**src/rtl/b64u_pkg.sv**
```systemverilog
`default_nettype none

package b64u_pkg;

  // Pending bits plus one shifted-in byte at the largest pending count.
  localparam int unsigned ACC_W = 14;
  localparam int unsigned CNT_W = 3;
  localparam int unsigned SYM_W = 8;
  localparam int unsigned GRP_W = 6;
  // A byte on top of six pending bits gives two groups and a flush.
  localparam int unsigned MAX_RES = 3;
  localparam int unsigned RES_IDX_W = 2;

  localparam logic [CNT_W-1:0] CNT_MAX = 3'd6;

  localparam logic DIR_ENCODE = 1'b0;
  localparam logic DIR_DECODE = 1'b1;

  typedef struct packed {
    logic [SYM_W-1:0] symbol_out;
    logic             has_data;
    logic             bad_char;
    logic             end_of_run;
  } res_t;

  typedef struct packed {
    logic             valid;
    logic [GRP_W-1:0] value;
  } dec_t;

  // Maps a 6-bit group to its URL-safe alphabet character.
  function automatic logic [SYM_W-1:0] enc_char(input logic [GRP_W-1:0] v);
    logic [SYM_W-1:0] c;
    begin
      if (v < 6'd26) begin
        c = 8'h41 + {2'b00, v};
      end else if (v < 6'd52) begin
        c = 8'h61 + {2'b00, v - 6'd26};
      end else if (v < 6'd62) begin
        c = 8'h30 + {2'b00, v - 6'd52};
      end else if (v == 6'd62) begin
        c = 8'h2D;
      end else begin
        c = 8'h5F;
      end
      return c;
    end
  endfunction

  // Maps an ASCII character back to its group value; valid is low outside
  // the alphabet.
  function automatic dec_t dec_char(input logic [SYM_W-1:0] c);
    dec_t d;
    begin
      d.valid = 1'b1;
      d.value = '0;
      if (c >= 8'h41 && c <= 8'h5A) begin
        d.value = GRP_W'(c - 8'h41);
      end else if (c >= 8'h61 && c <= 8'h7A) begin
        d.value = GRP_W'(c - 8'h61 + 8'd26);
      end else if (c >= 8'h30 && c <= 8'h39) begin
        d.value = GRP_W'(c - 8'h30 + 8'd52);
      end else if (c == 8'h2D) begin
        d.value = 6'd62;
      end else if (c == 8'h5F) begin
        d.value = 6'd63;
      end else begin
        d.valid = 1'b0;
      end
      return d;
    end
  endfunction

endpackage

`default_nettype wire

```
**src/rtl/b64u_in_if.sv**
```systemverilog
`default_nettype none

interface b64u_in_if;
  logic       valid;
  logic       ready;
  logic [7:0] symbol_in;
  logic       is_last;

  modport source (output valid, output symbol_in, output is_last, input ready);
  modport sink (input valid, input symbol_in, input is_last, output ready);
endinterface

`default_nettype wire

```
**src/rtl/b64u_out_if.sv**
```systemverilog
`default_nettype none

interface b64u_out_if;
  logic       valid;
  logic       ready;
  logic [7:0] symbol_out;
  logic       has_data;
  logic       bad_char;
  logic       end_of_run;

  modport source (output valid, output symbol_out, output has_data, output bad_char,
                  output end_of_run, input ready);
  modport sink (input valid, input symbol_out, input has_data, input bad_char,
                input end_of_run, output ready);
endinterface

`default_nettype wire

```
**src/rtl/base64url_lsb_first_codec_unit.sv**
```systemverilog
`default_nettype none

// Channel   Dir  Handshake      Payload
// in_ch     in   valid/ready    symbol_in[7:0], is_last
// out_ch    out  valid/ready    symbol_out[7:0], has_data, bad_char, end_of_run
// cfg       in   cfg_wr_en      cfg_wr_data (direction)
//
// An item is taken when the result buffer is free; its results are
// registered into the buffer and leave at one per cycle while the output
// is ready. An item gives 0..2 results, up to 3 after an unusual state.
// The single output port of the result buffer sets that rate.
// Reset is synchronous and active low; it clears direction, pending state
// and the buffer. A stalled output holds its result; the input is taken in
// the same cycle that the last buffered result leaves.
module base64url_lsb_first_codec_unit (
  input  wire logic clk,
  input  wire logic rst_n,
  b64u_in_if.sink   in_ch,
  b64u_out_if.source out_ch,
  input  wire logic cfg_wr_en,
  input  wire logic cfg_wr_data
);
  import b64u_pkg::*;

  logic                 direction_r;
  logic [GRP_W-1:0]     pend_bits_r, pend_bits_nxt;
  logic [CNT_W-1:0]     pend_cnt_r, pend_cnt_nxt;

  res_t                 res_r [MAX_RES];
  res_t                 res_nxt [MAX_RES];
  logic [RES_IDX_W-1:0] num_r, num_nxt;
  logic [RES_IDX_W-1:0] rd_idx_r;

  logic                 in_take, out_take, buf_free;
  res_t                 head;

  logic [CNT_W-1:0]     cnt_c;
  logic [ACC_W-1:0]     acc_pb;

  // Encode path signals.
  logic [ACC_W-1:0]     acc_e, acc_e2;
  logic [3:0]           cnt_e, cnt_e2;
  logic                 two_grp, flush;
  logic [SYM_W-1:0]     chr0, chr1, chr_fl;

  // Decode path signals.
  dec_t                 dv;
  logic [ACC_W-1:0]     acc_d;
  logic [3:0]           cnt_d;

  // Buffer read side.
  assign out_ch.valid = (rd_idx_r != num_r);
  assign out_take     = out_ch.valid && out_ch.ready;
  assign buf_free     = !out_ch.valid || (out_take && (rd_idx_r + 2'd1 == num_r));
  assign in_ch.ready  = buf_free;
  assign in_take      = in_ch.valid && buf_free;

  always_comb begin
    case (rd_idx_r)
      2'd1:    head = res_r[1];
      2'd2:    head = res_r[2];
      default: head = res_r[0];
    endcase
  end

  assign out_ch.symbol_out = head.symbol_out;
  assign out_ch.has_data   = head.has_data;
  assign out_ch.bad_char   = head.bad_char;
  assign out_ch.end_of_run = head.end_of_run;

  // Pending state is used as stored; the count is clamped to six.
  assign cnt_c  = (pend_cnt_r > CNT_MAX) ? CNT_MAX : pend_cnt_r;
  assign acc_pb = {{(ACC_W-GRP_W){1'b0}}, pend_bits_r};

  // Encode: the byte lands above the pending bits, groups leave lowest first.
  assign acc_e   = acc_pb | ({{(ACC_W-SYM_W){1'b0}}, in_ch.symbol_in} << cnt_c);
  assign cnt_e   = {1'b0, cnt_c} + 4'd8;
  assign two_grp = (cnt_e >= 4'd12);
  assign acc_e2  = two_grp ? (acc_e >> 12) : (acc_e >> 6);
  assign cnt_e2  = two_grp ? (cnt_e - 4'd12) : (cnt_e - 4'd6);
  assign flush   = in_ch.is_last && (cnt_e2 != 4'd0);
  assign chr0    = enc_char(acc_e[5:0]);
  assign chr1    = enc_char(acc_e[11:6]);
  assign chr_fl  = enc_char(acc_e2[5:0]);

  // Decode: a valid character adds six bits; a byte leaves once eight are in.
  assign dv    = dec_char(in_ch.symbol_in);
  assign acc_d = acc_pb | ({{(ACC_W-GRP_W){1'b0}}, dv.value} << cnt_c);
  assign cnt_d = {1'b0, cnt_c} + 4'd6;

  always_comb begin
    for (int i = 0; i < MAX_RES; i++) begin
      res_nxt[i] = '0;
    end
    num_nxt       = '0;
    pend_bits_nxt = pend_bits_r;
    pend_cnt_nxt  = pend_cnt_r;

    if (direction_r == DIR_ENCODE) begin
      res_nxt[0].symbol_out = chr0;
      res_nxt[0].has_data   = 1'b1;
      if (two_grp) begin
        res_nxt[1].symbol_out = chr1;
        res_nxt[1].has_data   = 1'b1;
        if (flush) begin
          res_nxt[2].symbol_out = chr_fl;
          res_nxt[2].has_data   = 1'b1;
          res_nxt[2].end_of_run = 1'b1;
          num_nxt = 2'd3;
        end else begin
          res_nxt[1].end_of_run = in_ch.is_last;
          num_nxt = 2'd2;
        end
      end else begin
        if (flush) begin
          res_nxt[1].symbol_out = chr_fl;
          res_nxt[1].has_data   = 1'b1;
          res_nxt[1].end_of_run = 1'b1;
          num_nxt = 2'd2;
        end else begin
          res_nxt[0].end_of_run = in_ch.is_last;
          num_nxt = 2'd1;
        end
      end
      pend_bits_nxt = acc_e2[GRP_W-1:0];
      pend_cnt_nxt  = cnt_e2[CNT_W-1:0];
    end else begin
      if (!dv.valid) begin
        // A bad character is skipped; only an error result is given.
        res_nxt[0].bad_char   = 1'b1;
        res_nxt[0].end_of_run = in_ch.is_last;
        num_nxt = 2'd1;
      end else if (cnt_d >= 4'd8) begin
        res_nxt[0].symbol_out = acc_d[7:0];
        res_nxt[0].has_data   = 1'b1;
        res_nxt[0].end_of_run = in_ch.is_last;
        num_nxt       = 2'd1;
        pend_bits_nxt = acc_d[13:8];
        pend_cnt_nxt  = CNT_W'(cnt_d - 4'd8);
      end else begin
        // No full byte yet; the last character still closes the string.
        res_nxt[0].end_of_run = 1'b1;
        num_nxt       = in_ch.is_last ? 2'd1 : 2'd0;
        pend_bits_nxt = acc_d[GRP_W-1:0];
        pend_cnt_nxt  = cnt_d[CNT_W-1:0];
      end
    end

    if (in_ch.is_last) begin
      pend_bits_nxt = '0;
      pend_cnt_nxt  = '0;
    end
  end

  always_ff @(posedge clk) begin
    if (!rst_n) begin
      direction_r <= DIR_ENCODE;
      pend_bits_r <= '0;
      pend_cnt_r  <= '0;
      num_r       <= '0;
      rd_idx_r    <= '0;
    end else begin
      if (cfg_wr_en) begin
        direction_r <= cfg_wr_data;
        pend_bits_r <= '0;
        pend_cnt_r  <= '0;
      end else if (in_take) begin
        pend_bits_r <= pend_bits_nxt;
        pend_cnt_r  <= pend_cnt_nxt;
      end
      if (in_take) begin
        num_r    <= num_nxt;
        rd_idx_r <= '0;
      end else if (out_take) begin
        rd_idx_r <= rd_idx_r + 2'd1;
      end
    end
  end

  always_ff @(posedge clk) begin
    if (in_take) begin
      for (int i = 0; i < MAX_RES; i++) begin
        res_r[i] <= res_nxt[i];
      end
    end
  end

endmodule

`default_nettype wire

```
**src/flat_wrapper.sv**
```systemverilog
// flat-port wrapper written by rule: the top's interface ports become plain ports
module base64url_lsb_first_codec_unit_flat import b64u_pkg::*;
  (clk, rst_n, cfg_wr_en, cfg_wr_data, in_ch_valid, in_ch_symbol_in, in_ch_is_last, in_ch_ready, out_ch_valid, out_ch_symbol_out, out_ch_has_data, out_ch_bad_char, out_ch_end_of_run, out_ch_ready);
  b64u_in_if in_ch_i ();
  b64u_out_if out_ch_i ();
  input  wire logic clk;
  input  wire logic rst_n;
  input  wire logic cfg_wr_en;
  input  wire logic cfg_wr_data;
  input wire logic [$bits(in_ch_i.valid)-1:0] in_ch_valid;
  input wire logic [$bits(in_ch_i.symbol_in)-1:0] in_ch_symbol_in;
  input wire logic [$bits(in_ch_i.is_last)-1:0] in_ch_is_last;
  output wire logic [$bits(in_ch_i.ready)-1:0] in_ch_ready;
  output wire logic [$bits(out_ch_i.valid)-1:0] out_ch_valid;
  output wire logic [$bits(out_ch_i.symbol_out)-1:0] out_ch_symbol_out;
  output wire logic [$bits(out_ch_i.has_data)-1:0] out_ch_has_data;
  output wire logic [$bits(out_ch_i.bad_char)-1:0] out_ch_bad_char;
  output wire logic [$bits(out_ch_i.end_of_run)-1:0] out_ch_end_of_run;
  input wire logic [$bits(out_ch_i.ready)-1:0] out_ch_ready;
  assign in_ch_i.valid = in_ch_valid;
  assign in_ch_i.symbol_in = in_ch_symbol_in;
  assign in_ch_i.is_last = in_ch_is_last;
  assign in_ch_ready = in_ch_i.ready;
  assign out_ch_valid = out_ch_i.valid;
  assign out_ch_symbol_out = out_ch_i.symbol_out;
  assign out_ch_has_data = out_ch_i.has_data;
  assign out_ch_bad_char = out_ch_i.bad_char;
  assign out_ch_end_of_run = out_ch_i.end_of_run;
  assign out_ch_i.ready = out_ch_ready;
  base64url_lsb_first_codec_unit u_core (.clk(clk), .rst_n(rst_n), .in_ch(in_ch_i), .out_ch(out_ch_i), .cfg_wr_en(cfg_wr_en), .cfg_wr_data(cfg_wr_data));
endmodule
```
**config.mk**
```make
export PLATFORM = sky130hd
export DESIGN_NAME = base64url_lsb_first_codec_unit_flat
export DESIGN_NICKNAME = d
export VERILOG_FILES = /design/src/rtl/b64u_pkg.sv /design/src/rtl/b64u_in_if.sv /design/src/rtl/b64u_out_if.sv /design/src/rtl/base64url_lsb_first_codec_unit.sv /design/src/flat_wrapper.sv
export SDC_FILE = /design/constraint.sdc
export NUM_CORES = 1
export LEC_CHECK = 0
export ABC_AREA = 1
export BUFFER_PORTS_ARGS = -buffer_cell sky130_fd_sc_hd__buf_2
export CAP_MARGIN = 10
export CORE_ASPECT_RATIO = 0.5
export CORE_MARGIN = 5
export CORE_UTILIZATION = 55
export DETAILED_ROUTE_END_ITERATION = 16
export HOLD_SLACK_MARGIN = 0.15
export PLACE_DENSITY = 0.75
export RECOVER_POWER = 50
export SLEW_MARGIN = 20
export SYNTH_ARGS = -nofsm -noshare
export SYNTH_HDL_FRONTEND = slang
export SYNTH_SLANG_ARGS = --single-unit
export TNS_END_PERCENT = 1
```
**constraint.sdc**
```tcl
create_clock -name clk -period 3 [get_ports clk]
set_input_delay 0 -clock clk [delete_from_list [all_inputs] [get_ports clk]]
set_output_delay 0 -clock clk [all_outputs]
set_load 0.01 [all_outputs]
```
==> run summary, run 1 <==
FLOORPLAN
-----------------------------------------------------------------------------------------------
Core outline area                                                                    8830 sq um
Ports placed on the boundary                                                                 28
DIE AREA                                                                            11300 sq um
Die Ht                                                                             77.8 microns
Starting density of the core                                                              57.3%
Placement Rows                                                                               24
Die outline width                                                                   146 microns

TIMING
-----------------------------------------------------------------------------------------------
Worst clock skew                                                                        3.51 ps
Worst Slack Setup Final                                                                  169 ps
Share of the clock period used by the worst path                                          94.4%
Minimum clock period                                                                    2830 ps
Final count of pins violating max slew                                                        0
Worst slew margin relative to its limit                                                   58.7%
Final hold viol count                                                                         0
Pin slew with the least headroom to its limit                                            619 ps
Hold Slack                                                                               450 ps
Final setup fails                                                                             0
Setup repair after global routing missed its margin                                         yes
Highest achievable clock rate                                                           353 MHz

ROUTING
-----------------------------------------------------------------------------------------------
First-pass detailed-route iteration total                                                     5
Wire length after detailed routing                                                      14.1 mm
DRC violations left                                                                           0
Drt first-iter violations                                                                   440
Count of vias placed by the detailed router                                                5340
Per-cell routed wire length                                                        14.7 microns
Number of routed nets with antenna violations                                                 0
Per-cell via count in the routed design                                                    5.59

SYNTHESIS
-----------------------------------------------------------------------------------------------
Main synth FF type                                                                 sky130_fd_sc_hd__edfxtp_1
Largest area contributor in the netlist                                            sky130_fd_sc_hd__edfxtp_1
Fraction of the yosys area taken by sequential cells                                      23.9%
Total of flip-flops plus latches after synthesis                                             45
Leading post-synthesis cells by instance count                                     233 x sky130_fd_sc_hd__nand2_1, 120 x sky130_fd_sc_hd__nand3_1, 76 x sky130_fd_sc_hd__inv_1, 64 x sky130_fd_sc_hd__nor2_1, 51 x sky130_fd_sc_hd__a21oi_1
Top cells by area, synth                                                           sky130_fd_sc_hd__edfxtp_1 18%, sky130_fd_sc_hd__nand2_1 17%, sky130_fd_sc_hd__nand3_1 12%
Number of enable-type register cells in the synthesized netlist                              31
Average cell area after synthesis                                                    6.39 sq um
Most frequent cell after synthesis                                                 sky130_fd_sc_hd__nand2_1
Netlist area before placement                                                        5060 sq um
Area share of the largest cell type after synthesis                                       18.4%
Share of async-settable or async-resettable flops after synthesis                            0%
Syn Inst Count                                                                              792
Count of warnings emitted by yosys                                                            0
Unique cell type count in the Yosys netlist                                                  41

CELLS AND AREA
-----------------------------------------------------------------------------------------------
Final std cells w/o fill                                                                    956
Share of cells above drive strength 1                                                     14.1%
Signed area change from the synthesized netlist to the final layout                       12.4%
Final instance area                                                                  5690 sq um
Finished Core Util                                                                        64.4%
Antenna diode instance count                                                                  0
Net count reported at finish                                                                894

WORST SETUP PATH
-----------------------------------------------------------------------------------------------
WS Path Type                                                                       register to register
Cell with the largest stage delay on the worst path                                sky130_fd_sc_hd__ha_1
Critical Path AT                                                                        2870 ps
Kind of capture point of the worst setup path                                          register
Worst EP required                                                                       3040 ps
Cells traversed along the worst timing path                                        ha_2 -> nand2_4 -> nand2_8 -> nand2_1 -> nand3_1 -> inv_1 -> o21ai_1 -> inv_1 -> ha_1 -> xnor2_1 -> o21ai_1 -> or2_0 -> nand2_1
Buf/Inv on CP                                                                                 2
Worst Path Max Fanout                                                                        12
Worst Setup Start Kind                                                                 register
Largest incremental delay on the critical path                                           350 ps
Kind of cell adding the most delay to the critical path                            simple AND/OR/NAND/NOR gates

CLOCKING
-----------------------------------------------------------------------------------------------
Setup Fix Bufs, Post-CTS                                                                      0
Clock input transition at the sequential cells of the worst setup and hold paths          60 ps
Total clock sinks                                                                            45
TritonCTS clock tree                                                                       done
Root cell of the clock tree                                                        sky130_fd_sc_hd__clkbuf_16
Inserted Clock Buffers                                                                        5
Bufs on Longest Clock Path                                                                    2
H-tree depth                                                                                  2
Clock latency of the later-clocked register in the worst-skew pair                       280 ps

GLOBAL ROUTING
-----------------------------------------------------------------------------------------------
Global-route total usage across every layer                                               24.5%
Remaining global-route overflow                                                               0
Pin count of the biggest net entering global routing                                         22
Number of global-route vias before repair                                                  4838
First-pass GRT wire length                                                              23.5 mm
Antenna violations before repair                                                              0

PLACED DESIGN
-----------------------------------------------------------------------------------------------
Final RePlAce weighted congestion                                                         0.971
Post-DP Area                                                                         5430 sq um
Buffers on Ports                                                                             27
DPL Wire Length                                                                         11.2 mm
Number of placed instances, taps included                                                   940
Worst setup slack before clock tree synthesis                                           98.5 ps

RUN
-----------------------------------------------------------------------------------------------
Number of maximum-capacitance constraint violations                                           0

PWR
-----------------------------------------------------------------------------------------------
Cell leakage power                                                                      2.76 nW
Power Density                                                                       432 nW/um^2
Max IR drop VDD                                                                        0.366 mV

MIN PATH
-----------------------------------------------------------------------------------------------
Worst min-delay path class                                                         primary input to register

STATUS
-----------------------------------------------------------------------------------------------
Outcome                                                                               completed

## registers in the layout (all words and copies together), names as in the netlist
register	count
u_core.num_r	2
u_core.rd_idx_r	2
u_core.pend_cnt_r	3
u_core.res_r	31
u_core.direction_r	1
u_core.pend_bits_r	6
## stage by stage
stage          power [mW]  TNS, ps
5_1_grt              2.62    -73.8
4_1_cts              2.44        0
2_1_floorplan        1.56        0
3_5_place_dp         1.88        0
3_3_place_gp         1.86        0
6_report             2.45        0
## cells in the final DEF, fill, tap and decap left out, types with 8 or more instances in the layout
cell | synthesis | final
sky130_fd_sc_hd__inv_2 | 15 | 17
sky130_fd_sc_hd__a21oi_1 | 51 | 51
sky130_fd_sc_hd__ha_1 | 41 | 39
sky130_fd_sc_hd__nand3_1 | 120 | 120
sky130_fd_sc_hd__xor2_1 | 15 | 15
sky130_fd_sc_hd__nand4_1 | 14 | 14
sky130_fd_sc_hd__dlygate4sd3_1 | 0 | 8
sky130_fd_sc_hd__inv_1 | 76 | 74
sky130_fd_sc_hd__buf_4 | 0 | 23
sky130_fd_sc_hd__nor2_1 | 64 | 63
sky130_fd_sc_hd__nand2_1 | 233 | 231
sky130_fd_sc_hd__buf_2 | 9 | 26
sky130_fd_sc_hd__xnor2_1 | 10 | 10
sky130_fd_sc_hd__o21ai_0 | 18 | 18
sky130_fd_sc_hd__dfxtp_1 | 14 | 14
sky130_fd_sc_hd__nand2_2 | 16 | 16
sky130_fd_sc_hd__edfxtp_1 | 31 | 31
## worst register-to-register path, stage by stage (launching register included)
cell and delay [ps]:
sky130_fd_sc_hd__dfxtp_1 340, sky130_fd_sc_hd__ha_2 260, sky130_fd_sc_hd__nand2_4 130, sky130_fd_sc_hd__nand2_8 130
sky130_fd_sc_hd__nand2_1 80, sky130_fd_sc_hd__nand3_1 120, sky130_fd_sc_hd__inv_1 80, sky130_fd_sc_hd__o21ai_1 330
sky130_fd_sc_hd__inv_1 190, sky130_fd_sc_hd__ha_1 350, sky130_fd_sc_hd__xnor2_1 140, sky130_fd_sc_hd__o21ai_1 240
sky130_fd_sc_hd__or2_0 150, sky130_fd_sc_hd__nand2_1 60
## kinds of logic (layout without fill, tap and decap cells)
| kind of cell | Yosys count | in the layout | synth area share, % |
|---|---|---|---|
| fa+ha+maj | 41 | 41 | 10.1 |
| compound gates | 92 | 92 | 10.2 |
| xor+xnor | 25 | 25 | 4.33 |
| flops | 45 | 45 | 23.9 |
| other cells | 1 | 2 | 0.0741 |
| simple gates | 474 | 474 | 42.4 |
| buf+inv | 114 | 160 | 8.85 |
## power breakdown
| group | switching (mW) | total, mW | leakage (nW) | internal [mW] |
|---|---|---|---|---|
| Sequential | 0.0423 | 0.830 | 0.415 | 0.788 |
| Combinational | 0.709 | 1.08 | 2.27 | 0.368 |
| Clock | 0.238 | 0.549 | 0.0702 | 0.310 |
## what timing repair did
item / in CTS / in global routing
endpoints found under the hold margin: 7 / 0
hold buffers: 8 / 0
endpoints found under the setup margin: 0 / 15
resized for setup: 0 / 11
## worst paths after layout
kind | start | to | slack, ps | cells past startpoint
worst max-delay path | u_core.pend_cnt_r[1] | u_core.res_r[0][16] | 170 | 13
worst min-delay path | in_ch_symbol_in[6] | u_core.res_r[0][21] | 450 | 6
worst max register to register | u_core.pend_cnt_r[1] | u_core.res_r[0][16] | 170 | 13
worst min register to register | u_core.pend_bits_r[5] | u_core.pend_bits_r[5] | 470 | 2
## per-layer routing
layer	wire, microns	vias to the layer above	track usage, %
li1	-	2684	-
met4	126	0	3.91
met5	0	-	0
met2	6020	201	37.3
met1	6950	2443	37.9
met3	988	12	2.91
## cell type report
cell class / instances / area (sq um)
clock inverter: 3 / 21.3
tap: 117 / 146
fill: 847 / 3140
multi-input combinational: 634 / 3440
timing repair buffer: 59 / 390
clock buffer: 5 / 125
inverter: 93 / 350
sequential: 45 / 1210
No activity file was read; power rests on OpenSTA's default activity.
==> inputs of run 2 (changes only) <==
--- a/config.mk
+++ b/config.mk
@@ -12,6 +12,7 @@
 export CORE_MARGIN = 5
 export CORE_UTILIZATION = 55
 export DETAILED_ROUTE_END_ITERATION = 16
+export GPL_TIMING_DRIVEN = 0
 export HOLD_SLACK_MARGIN = 0.15
 export PLACE_DENSITY = 0.75
 export RECOVER_POWER = 50
==> constraint.sdc (replaced) <==
create_clock -name clk -period 3 [get_ports clk]
set_input_delay 0 -clock clk [delete_from_list [all_inputs] [get_ports clk]]
set_output_delay 0 -clock clk [all_outputs]
set_load 0.02 [all_outputs]
==> run 2 against run 1 <==
Effect of this change:
- die area is the same
- critical path depth grew 1
- sequential share of layout area grew 0.20 points
- core utilization shrank 0.34 points
- non-clock buffer count shrank 4
- power grew 1.5%
- clock-buffer cell count is the same
- wire length grew 2.5%
- first-iteration DRC count grew 29%
- setup slack lost 81 ps
- critical endpoint unchanged
- largest power group unchanged
- highest routed layer is now met5
==> run summary, run 2 (synthesis results as in run 1) <==
GLOBAL ROUTING
-----------------------------------------------------------------------------------------------
Antenna violations before repair                                                              1
First-pass GRT wire length                                                              24.3 mm
Global-route total usage across every layer                                               25.3%
Remaining global-route overflow                                                               0
Pin count of the biggest net entering global routing                                         34
Number of global-route vias before repair                                                  4932

ROUTING
-----------------------------------------------------------------------------------------------
Per-cell via count in the routed design                                                    5.69
Drt first-iter violations                                                                   569
Number of routed nets with antenna violations                                                 0
Per-cell routed wire length                                                        15.2 microns
Wire length after detailed routing                                                      14.4 mm
First-pass detailed-route iteration total                                                     6
Count of vias placed by the detailed router                                                5417
DRC violations left                                                                           0

WORST SETUP PATH
-----------------------------------------------------------------------------------------------
Kind of cell adding the most delay to the critical path                            simple AND/OR/NAND/NOR gates
Kind of capture point of the worst setup path                                          register
WS Path Type                                                                       register to register
Largest incremental delay on the critical path                                           420 ps
Critical Path AT                                                                        2950 ps
Worst setup path end                                                               u_core.res_r[0][16]
Worst EP required                                                                       3040 ps
Critical register-to-register path endpoint                                        u_core.res_r[0][16]
Register-to-register path setup slack                                                     90 ps
Crit path from                                                                     u_core.pend_cnt_r[1]
Buf/Inv on CP                                                                                 2
Startpoint of the worst register-to-register path                                  u_core.pend_cnt_r[1]
Worst Path Max Fanout                                                                        10
Cell with the largest stage delay on the worst path                                sky130_fd_sc_hd__dfxtp_4
Cells traversed along the worst timing path                                        ha_4 -> nand2_4 -> nand2_4 -> buf_6 -> nand2_2 -> nand3_2 -> nand3_2 -> o21ai_1 -> inv_1 -> ha_1 -> xnor2_1 -> o21ai_1 -> or2_0 -> nand2_1
Worst R2R Path Depth                                                                         14
Worst Setup Start Kind                                                                 register
Number of logic stages on the critical path including buffering                              14

TIMING
-----------------------------------------------------------------------------------------------
Final hold viol count                                                                         0
Worst clock skew                                                                        5.22 ps
Hold Slack                                                                               462 ps
Pin slew with the least headroom to its limit                                            664 ps
Share of the clock period used by the worst path                                          97.1%
Highest achievable clock rate                                                           343 MHz
Final count of pins violating max slew                                                        0
Worst slew margin relative to its limit                                                   55.7%
Setup repair after global routing missed its margin                                         yes
Minimum clock period                                                                    2910 ps
Final setup fails                                                                             0

CLOCKING
-----------------------------------------------------------------------------------------------
Clock latency of the later-clocked register in the worst-skew pair                       290 ps
Bufs on Longest Clock Path                                                                    2
Inserted Clock Buffers                                                                        5
Total clock sinks                                                                            45
Setup Fix Bufs, Post-CTS                                                                      0
Clock input transition at the sequential cells of the worst setup and hold paths          60 ps
Root cell of the clock tree                                                        sky130_fd_sc_hd__clkbuf_16
H-tree depth                                                                                  2
TritonCTS clock tree                                                                       done

FLOORPLAN
-----------------------------------------------------------------------------------------------
Placement Rows                                                                               24
Die Ht                                                                             77.8 microns
Die outline width                                                                   146 microns
Core outline area                                                                    8830 sq um
DIE AREA                                                                            11300 sq um
Ports placed on the boundary                                                                 28
Starting density of the core                                                              57.3%

CELLS AND AREA
-----------------------------------------------------------------------------------------------
Antenna diode instance count                                                                  0
Share of cells above drive strength 1                                                     13.3%
Signed area change from the synthesized netlist to the final layout                       11.8%
Leading cell type in the layout, fill and taps excluded                            sky130_fd_sc_hd__nand2_1
Top Registers                                                                      u_core.res_r: 31 flops, u_core.pend_bits_r: 6 flops, u_core.pend_cnt_r: 3 flops
Number of filler cells placed in the layout                                                 859
Net count reported at finish                                                                890
Number of flip-flops in the largest register                                                 31
Register bank with the most flops                                                  u_core.res_r
Commonest cells after routing, fill and taps aside                                 228 x sky130_fd_sc_hd__nand2_1, 119 x sky130_fd_sc_hd__nand3_1, 73 x sky130_fd_sc_hd__inv_1

PWR
-----------------------------------------------------------------------------------------------
Cell leakage power                                                                      2.72 nW
Power Density                                                                       440 nW/um^2
Total power consumption of the routed design                                            2.49 mW
Max IR drop VDD                                                                        0.519 mV

PLACED DESIGN
-----------------------------------------------------------------------------------------------
Buffers on Ports                                                                             25
Final RePlAce weighted congestion                                                         0.951
DPL Wire Length                                                                         11.1 mm

RUN
-----------------------------------------------------------------------------------------------
Number of maximum-capacitance constraint violations                                           0

MIN PATH
-----------------------------------------------------------------------------------------------
Worst min-delay path class                                                         primary input to register

STATUS
-----------------------------------------------------------------------------------------------
Outcome                                                                               completed

==> run 2: changes by cell type in the layout (fill, tap and decap cells not counted), moves of 2 or more <==
| cell | delta |
|---|---|
| sky130_fd_sc_hd__nand2_1 | -3 |
| sky130_fd_sc_hd__dfxtp_1 | -2 |
| sky130_fd_sc_hd__buf_6 | +2 |
| sky130_fd_sc_hd__buf_1 | +3 |
| sky130_fd_sc_hd__clkbuf_4 | +2 |
| sky130_fd_sc_hd__nand2_2 | +3 |
| sky130_fd_sc_hd__buf_4 | -21 |
| sky130_fd_sc_hd__clkbuf_1 | +8 |
==> run 2: worst min path at each step <==
stage	endpoint	slack (ps)	from	cells after the start
global route	u_core.res_r[0][14]	480	in_ch_symbol_in[6]	6
finish	u_core.res_r[0][14]	460	in_ch_symbol_in[6]	6
CTS	u_core.res_r[0][14]	430	in_ch_symbol_in[6]	6
detailed placement	u_core.direction_r	240	cfg_wr_data	3
global placement	u_core.direction_r	230	cfg_wr_data	3
floorplan	u_core.num_r[1]	140	rst_n	2
==> run 2: metal layers <==
metal | vias to the layer above | GRT usage (%) | part of all wire [%]
met2 | 238 | 38.2 | 42
met5 | - | 0 | 0.076
met1 | 2474 | 39.1 | 49
met4 | 2 | 4.28 | 1.3
li1 | 2678 | - | -
met3 | 25 | 3.08 | 7.3
==> run 2: repair_timing <==
item | 4_1_cts | 5_1_grt
setup endpoints to repair | 16 | 15
hold buffers | 9 | 0
cloned | 0 | 0
pin swaps | 0 | 2
gates resized for setup | 11 | 23
endpoints found under the hold margin | 8 | 0
==> run 2: power breakdown <==
part	switching, mW	internal [mW]
combinational	0.765	0.348
sequential	0.0416	0.789
clock	0.237	0.310
total	1.04	1.45
==> run 2: stage by stage <==
stage / util [%] / TNS [ps] / instances / area [sq um] / worst slack, ps
after floorplan: - / 0 / 793 / 5060 / 223
after global placement: 60.4 / -2750 / 935 / 5330 / -313
after detailed placement: 60.4 / -3550 / 935 / 5330 / -373
after CTS: 63.5 / 0 / 952 / 5610 / 5.26
after global routing: 64.1 / -460 / 952 / 5660 / -159
final: 64.1 / 0 / 952 / 5660 / 87.9
==> run 2: final cells by class <==
class / count / area, sq um / area share (%)
clock buffers: 5 / 125 / 2.21
multi-input cells: 634 / 3470 / 61.3
inverters: 93 / 353 / 6.24
well taps: 117 / 146 / 2.59
repair buffers: 34 / 213 / 3.76
clock inverters: 3 / 21.3 / 0.376
plain buffers: 21 / 114 / 2.01
flip-flops and latches: 45 / 1220 / 21.5
==> run 2: worst reg2reg max path, stage by stage (launching register included) <==
cell	delay, ps
sky130_fd_sc_hd__dfxtp_4	420
sky130_fd_sc_hd__ha_4	210
sky130_fd_sc_hd__nand2_4	110
sky130_fd_sc_hd__nand2_4	120
sky130_fd_sc_hd__buf_6	160
sky130_fd_sc_hd__nand2_2	60
sky130_fd_sc_hd__nand3_2	90
sky130_fd_sc_hd__nand3_2	100
sky130_fd_sc_hd__o21ai_1	250
sky130_fd_sc_hd__inv_1	210
sky130_fd_sc_hd__ha_1	350
sky130_fd_sc_hd__xnor2_1	140
sky130_fd_sc_hd__o21ai_1	250
sky130_fd_sc_hd__or2_0	140
sky130_fd_sc_hd__nand2_1	50
